## config.mk

```make
export PLATFORM = sky130hd
export DESIGN_NAME = shift_register_chain_reader_unit
export DESIGN_NICKNAME = d
export VERILOG_FILES = /design/src/hw/rtl/srcr_pkg.sv /design/src/hw/rtl/srcr_ctrl.sv /design/src/hw/rtl/srcr_store.sv /design/src/hw/rtl/shift_register_chain_reader_unit.sv
export SDC_FILE = /design/constraint.sdc
export NUM_CORES = 1
export LEC_CHECK = 0
export CORE_MARGIN = 8
export CORE_UTILIZATION = 55
export DETAILED_ROUTE_END_ITERATION = 7
export DONT_BUFFER_PORTS = 1
export PLACE_DENSITY = 0.67
export REMOVE_ABC_BUFFERS = 1
export SKIP_CTS_REPAIR_TIMING = 1
export SLEW_MARGIN = 20
export SYNTH_ARGS = -nofsm -noshare
export SYNTH_HDL_FRONTEND = slang
export SYNTH_SLANG_ARGS = --single-unit
```

## constraint.sdc

```tcl
create_clock -name clk -period 3.1 [get_ports clk]
set_clock_uncertainty 0.2 [all_clocks]
set_input_delay 0.62 -clock clk [delete_from_list [all_inputs] [get_ports clk]]
set_output_delay 0.62 -clock clk [all_outputs]
set_load 0.02 [all_outputs]
```

## src/hw/rtl/srcr_pkg.sv

```systemverilog
// ----------------------------------------------------------------------------
// srcr_pkg
// Shared types and constants for the shift register chain reader.
// ----------------------------------------------------------------------------
`default_nettype none

package srcr_pkg;

  localparam int MAX_CHIPS  = 16;
  localparam int CHIP_W     = $clog2(MAX_CHIPS);
  localparam int DEPTH_W    = 5;
  localparam int NUM_WORDS  = MAX_CHIPS / 2;
  localparam int WIDX_W     = 3;
  localparam int BYTE_W     = 8;
  localparam int WORD_W     = 2 * BYTE_W;
  localparam int BIT_CNT_W  = $clog2(BYTE_W);

  localparam logic [DEPTH_W-1:0]   DEPTH_RESET = DEPTH_W'(2);
  localparam logic [DEPTH_W-1:0]   DEPTH_MAX   = DEPTH_W'(MAX_CHIPS);
  localparam logic [BIT_CNT_W-1:0] LAST_BIT    = BIT_CNT_W'(BYTE_W - 1);

  typedef enum logic {
    FUNC_TICK = 1'b0,
    FUNC_READ = 1'b1
  } func_t;

  typedef struct packed {
    logic              en;
    logic [CHIP_W-1:0] addr;
    logic [BYTE_W-1:0] data;
  } store_wr_t;

endpackage

`default_nettype wire

```

## src/hw/rtl/srcr_ctrl.sv

```systemverilog
// ----------------------------------------------------------------------------
// srcr_ctrl
// Bit and chip counters, byte assembly, latch line and chain depth register.
// ----------------------------------------------------------------------------
`default_nettype none

module srcr_ctrl
  import srcr_pkg::*;
(
  input  wire logic               clk,
  input  wire logic               rst,
  input  wire logic               accept,
  input  wire func_t              func,
  input  wire logic               clk_level,
  input  wire logic               data_pin,
  input  wire logic               cfg_wr_en,
  input  wire logic [DEPTH_W-1:0] cfg_wr_data,
  output store_wr_t               wr,
  output logic                    latch_next,
  output logic                    done_next
);

  logic [DEPTH_W-1:0]   chain_depth;
  logic [BIT_CNT_W-1:0] bit_count;
  logic [BIT_CNT_W-1:0] bit_count_next;
  logic [CHIP_W-1:0]    chip_count;
  logic [CHIP_W-1:0]    chip_count_next;
  logic [BYTE_W-1:0]    assembling_byte;
  logic [BYTE_W-1:0]    assembling_byte_next;
  logic                 latch_state;
  logic [DEPTH_W-1:0]   depth_sat;
  logic [DEPTH_W-1:0]   chip_inc;
  logic [BIT_CNT_W-1:0] bit_pos;

  always_comb begin
    depth_sat            = (chain_depth > DEPTH_MAX) ? DEPTH_MAX : chain_depth;
    chip_inc             = DEPTH_W'(chip_count) + DEPTH_W'(1);
    bit_pos              = LAST_BIT - bit_count;
    bit_count_next       = bit_count;
    chip_count_next      = chip_count;
    assembling_byte_next = assembling_byte;
    latch_next           = latch_state;
    done_next            = 1'b0;
    wr.en                = 1'b0;
    wr.addr              = chip_count;
    wr.data              = assembling_byte;
    case (func)
      FUNC_READ: begin
      end
      FUNC_TICK: begin
        if (clk_level) begin
          if (bit_count == LAST_BIT) begin
            bit_count_next       = '0;
            wr.en                = 1'b1;
            assembling_byte_next = '0;
            if (chip_inc >= depth_sat) begin
              chip_count_next = '0;
              latch_next      = 1'b0;
              done_next       = 1'b1;
            end else begin
              chip_count_next = chip_inc[CHIP_W-1:0];
            end
          end else begin
            bit_count_next = bit_count + BIT_CNT_W'(1);
          end
        end else begin
          if (chip_count == '0 && bit_count == '0) begin
            latch_next = 1'b1;
          end
          assembling_byte_next = assembling_byte | (BYTE_W'(data_pin) << bit_pos);
        end
      end
      default: begin
      end
    endcase
  end

  always_ff @(posedge clk) begin
    if (rst) begin
      chain_depth     <= DEPTH_RESET;
      bit_count       <= '0;
      chip_count      <= '0;
      assembling_byte <= '0;
      latch_state     <= 1'b0;
    end else begin
      if (cfg_wr_en) begin
        chain_depth <= cfg_wr_data;
      end
      if (accept) begin
        bit_count       <= bit_count_next;
        chip_count      <= chip_count_next;
        assembling_byte <= assembling_byte_next;
        latch_state     <= latch_next;
      end
    end
  end

endmodule

`default_nettype wire

```

## src/hw/rtl/srcr_store.sv

```systemverilog
// ----------------------------------------------------------------------------
// srcr_store
// Byte store held as 16-bit rows with per-byte valid bits and a registered
// word read port.
// ----------------------------------------------------------------------------
`default_nettype none

module srcr_store
  import srcr_pkg::*;
(
  input  wire logic              clk,
  input  wire logic              rst,
  input  wire store_wr_t         wr,
  input  wire logic              rd_en,
  input  wire logic [WIDX_W-1:0] rd_index,
  output logic [WORD_W-1:0]      rd_word
);

  logic [WORD_W-1:0]    mem [NUM_WORDS];
  logic [MAX_CHIPS-1:0] byte_valid;
  logic [WORD_W-1:0]    rd_data;
  logic                 rd_hi_valid;
  logic                 rd_lo_valid;

  always_ff @(posedge clk) begin
    if (wr.en) begin
      if (wr.addr[0]) begin
        mem[wr.addr[CHIP_W-1:1]][BYTE_W-1:0] <= wr.data;
      end else begin
        mem[wr.addr[CHIP_W-1:1]][WORD_W-1:BYTE_W] <= wr.data;
      end
    end
    if (rd_en) begin
      rd_data     <= mem[rd_index];
      rd_hi_valid <= byte_valid[{rd_index, 1'b0}];
      rd_lo_valid <= byte_valid[{rd_index, 1'b1}];
    end
  end

  always_ff @(posedge clk) begin
    if (rst) begin
      byte_valid <= '0;
    end else if (wr.en) begin
      byte_valid[wr.addr] <= 1'b1;
    end
  end

  assign rd_word = {rd_data[WORD_W-1:BYTE_W] & {BYTE_W{rd_hi_valid}},
                    rd_data[BYTE_W-1:0] & {BYTE_W{rd_lo_valid}}};

endmodule

`default_nettype wire

```

## src/hw/rtl/shift_register_chain_reader_unit.sv

```systemverilog
// ----------------------------------------------------------------------------
// shift_register_chain_reader_unit
// Reads a daisy chain of 8-bit parallel-in serial-out shift registers.
//
// Each input transaction is either a clock tick that carries the shift clock
// level and the sampled serial data pin, or a read of one stored 16-bit word.
// Every input transaction produces exactly one output transaction carrying
// the latch line level, the end-of-frame flag and, for reads, the word.
// The user must write the chain depth register through cfg_wr_en and
// cfg_wr_data only while no transaction is in flight; the block itself
// does not enforce it. out_valid rises in the cycle after acceptance. The
// block accepts one transaction per cycle; the single output register is
// the only buffer, so in_ready drops only while a result waits and
// out_ready is low. The byte store is read through one registered port
// indexed by word. Reset clears the counters, the latch line, the output
// valid flag and the byte valid bits, so every byte reads as zero until it
// is filled; the chain depth returns to two.
// ----------------------------------------------------------------------------
`default_nettype none

module shift_register_chain_reader_unit
  import srcr_pkg::*;
(
  input  wire logic               clk,
  input  wire logic               rst,
  input  wire logic               cfg_wr_en,
  input  wire logic [DEPTH_W-1:0] cfg_wr_data,
  input  wire logic               in_valid,
  output logic                    in_ready,
  input  wire logic               func,
  input  wire logic               clk_level,
  input  wire logic               data_pin,
  input  wire logic [WIDX_W-1:0]  word_index,
  output logic                    out_valid,
  input  wire logic               out_ready,
  output logic                    latch_level,
  output logic                    frame_done,
  output logic                    read_valid,
  output logic [WORD_W-1:0]       read_word
);

  store_wr_t         wr;
  logic              accept;
  logic              latch_next;
  logic              done_next;
  logic              is_read;
  logic [WORD_W-1:0] rd_word;

  assign in_ready = !out_valid || out_ready;
  assign accept   = in_valid && in_ready;
  assign is_read  = (func_t'(func) == FUNC_READ);

  srcr_ctrl u_ctrl (
    .clk         (clk),
    .rst         (rst),
    .accept      (accept),
    .func        (func_t'(func)),
    .clk_level   (clk_level),
    .data_pin    (data_pin),
    .cfg_wr_en   (cfg_wr_en),
    .cfg_wr_data (cfg_wr_data),
    .wr          (wr),
    .latch_next  (latch_next),
    .done_next   (done_next)
  );

  srcr_store u_store (
    .clk      (clk),
    .rst      (rst),
    .wr       (store_wr_t'({wr.en && accept, wr.addr, wr.data})),
    .rd_en    (accept && is_read),
    .rd_index (word_index),
    .rd_word  (rd_word)
  );

  always_ff @(posedge clk) begin
    if (rst) begin
      out_valid <= 1'b0;
    end else if (accept) begin
      out_valid <= 1'b1;
    end else if (out_ready) begin
      out_valid <= 1'b0;
    end
  end

  always_ff @(posedge clk) begin
    if (accept) begin
      latch_level <= latch_next;
      frame_done  <= done_next;
      read_valid  <= is_read;
    end
  end

  assign read_word = read_valid ? rd_word : '0;

  a_done_drops_latch : assert property (@(posedge clk) disable iff (rst)
    out_valid && frame_done |-> !latch_level)
    else $error("frame_done with latch line high");

  a_done_not_read : assert property (@(posedge clk) disable iff (rst)
    out_valid |-> !(frame_done && read_valid))
    else $error("frame_done on a read transaction");

  a_read_follows : assert property (@(posedge clk) disable iff (rst)
    accept && is_read |=> out_valid && read_valid)
    else $error("read transaction did not produce a read result");

  a_tick_word_zero : assert property (@(posedge clk) disable iff (rst)
    out_valid && !read_valid |-> read_word == '0)
    else $error("tick result carries a nonzero word");

endmodule

`default_nettype wire
```

==> results.txt <==
HPWL Detailed: 8850 microns
Clk slew on worst S/H paths: 0.07 ns
Largest net degree at the start of global routing: 37
RR Startpoint: u_ctrl.chip_count[2]
Unrepaired setup endpoints after global routing: no
All-Layer GR Usage: 16.5%
Predominant post-synthesis flop cell: edfxtp_1
Synthesis warning total: 0
Clock root cell: clkbuf_16
Longest Clk Path Bufs: 2
1st-iter DRT viols: 287
Setup TNS: 0 ns
Unique masters post-synth: 42
FF-to-FF End: u_ctrl.latch_state
Core area: 13700 sq um
Crit start category: register
PwrDens: 587 nW/um^2
CTS tree: yes
Reg power frac: 55.0%
Min setup slack post-route: 0.369 ns
# fillers: 1039
R2R cell count: 6
FF-to-FF setup slack: 0.37 ns
Tmin final: 2.73 ns
HP Class: input port to register
Source of the worst hold timing path: rst
#FFs+latches synth: 187
Slew @ Worst Pin: 0.761 ns
Maxcap violations: 0
Nets: 487
Post-route ant nets: 0
Crit Path Category: register to register
Chip Height: 134 microns
Slew Limit Fails: 0
Hold Path Sink: u_ctrl.chain_depth[3]
Arrival time worst endpoint: 2.84 ns
Worst setup EP type: register
Int Power: 4.01 mW
Async set-reset flop share out of synthesis: 0%
Final Hold Viols: 0
Highest Clock Rate: 366 MHz
Clk network pwr share: 43.0%
# clock sinks: 187
Cell count after synthesis: 441
Max_slew headroom: 49.3%
CTS H-tree depth: 4
Worst VDD drop: 0.336 mV
Hold path depth: 1
Final period util: 88.1%
Clk_lat worst skew: 0.42 ns
Vias in the first global route: 3977
Synthesized area: 7590 sq um
Switch share: 18.9%
Diode count: 0
Finished Core Util: 61.6%
Psw: 0.933 mW
Die Span X: 134 microns
Most frequent cells in the layout: edfxtp_1 (149), nor2_1 (38), dfxtp_1 (38)
Syn_area_per_cell: 17.2 sq um
# port buffers: 0
Layout Cells excl Fill: 652
Crit path max fanout: 16
Final setup violation count: 0
EDFF count, synth: 149
RD Place Congestion: 0.783
Standard-cell row count: 43
Layout cells sized above 1: 15.9%
WP data required: 3.21 ns
Pre-CTS setup slack: 0.444 ns
Status: finished, final reports clean
Leak Pwr: 3.24 nW
Drt wl/cell: 21.5 microns
CTS Buf Count: 17
First-pass GRT wire length: 22100 microns
Drc violations: 0
Layout area overhead: 10.9%
Overflow after GRT: 0
Via count: 3893
Comb power frac: 2.0%
Starting density of the core: 55.6%
Detailed Route WL: 14000 microns
Die ar.: 17800 sq um
Placed insts: 620
Sequential fraction of the synthesis area: 68.9%
Initial antenna violation count: 0
Via density: 5.97
Pre-Repair DR Iteration Count: 4
I/O pins: 37
Commonest non-fill, non-tap cell in the layout: edfxtp_1
## power groups by stage
stage	registers, mW	logic [mW]	clock network [mW]
floorplan	2.76	0.0845	0
global placement	2.77	0.0986	0
detailed placement	2.77	0.0995	0
CTS	2.72	0.0999	2.17
global route	2.72	0.107	2.27
finish	2.72	0.0986	2.13
## worst max-delay path by stage
stage / from / end / slack, ns / depth (start not counted)
floorplan: out_ready / u_store.mem[0][0] / 0.12 / 4
global placement: u_ctrl.chip_count[2] / frame_done / 0.52 / 6
detailed placement: u_ctrl.chip_count[2] / u_ctrl.latch_state / 0.44 / 6
CTS: u_ctrl.chip_count[2] / u_ctrl.latch_state / 0.43 / 6
global route: u_ctrl.chip_count[2] / u_ctrl.latch_state / 0.16 / 6
finish: u_ctrl.chip_count[2] / u_ctrl.latch_state / 0.37 / 6
## cell type report
cell class	instances	area, sq um	share of cell area [%]
Clock buffer	19	433	5.14
Sequential cell	187	5240	62.2
Multi-Input combinational cell	226	2210	26.2
Tap cell	180	225	2.67
Inverter	8	30.0	0.357
Timing Repair Buffer	19	143	1.69
Clock inverter	13	149	1.77
## kinds of logic (layout without fill, tap and decap cells)
family	count (synthesis)	in the layout	share of synthesized area, %
compound gates	45	45	4.09
xor+xnor	2	2	0.231
fa+ha+maj	12	12	1.98
buf+inv	28	59	2.03
flops	187	187	68.9
mux	59	59	15.5
simple gates	108	108	7.27
## critical path, cell delays in order (launching register included)
cell       delay [ns]
dfxtp_1          0.69
nand2_1          0.31
nor2_1           0.18
ha_1             0.26
a21oi_1          0.36
o21ai_0          0.24
a2111oi_1        0.38
## sequential cells by signal (all words and copies together) (netlist names), 3 cells and up
| signal | cells |
|---|---|
| u_ctrl.assembling_byte | 8 |
| u_ctrl.bit_count | 3 |
| u_ctrl.chain_depth | 5 |
| u_ctrl.chip_count | 4 |
| u_store.byte_valid | 16 |
| u_store.mem | 128 |
| u_store.rd_data | 16 |
## metal layers
metal	vias to the layer above	track usage, %	routed length [microns]
met2	114	26.8	6910
met3	23	4.44	804
li1	1807	-	-
met5	-	0	0
met1	1949	20.3	5990
met4	0	7.61	290
## through the flow
stage	power [mW]	instance area, sq um	hold WS (ns)
3_3_place_gp	2.87	7840	0.240
2_1_floorplan	2.85	7470	0.228
4_1_cts	4.99	8420	0.0381
3_5_place_dp	2.87	7840	0.257
6_report	4.94	8420	0.0601
5_1_grt	5.09	8420	0.0364
## cell usage after synthesis, drive strengths merged (12+ instances only)
library cell,number,area [sq um]
edfxtp,149,4470
nor2,39,149
dfxtp,38,761
mux4,36,923
a31oi,20,131
and3,20,125
mux2,18,203
nand2,14,52.6
buf,12,93.8
ha,12,150
(Power assumes the default switching activity.)
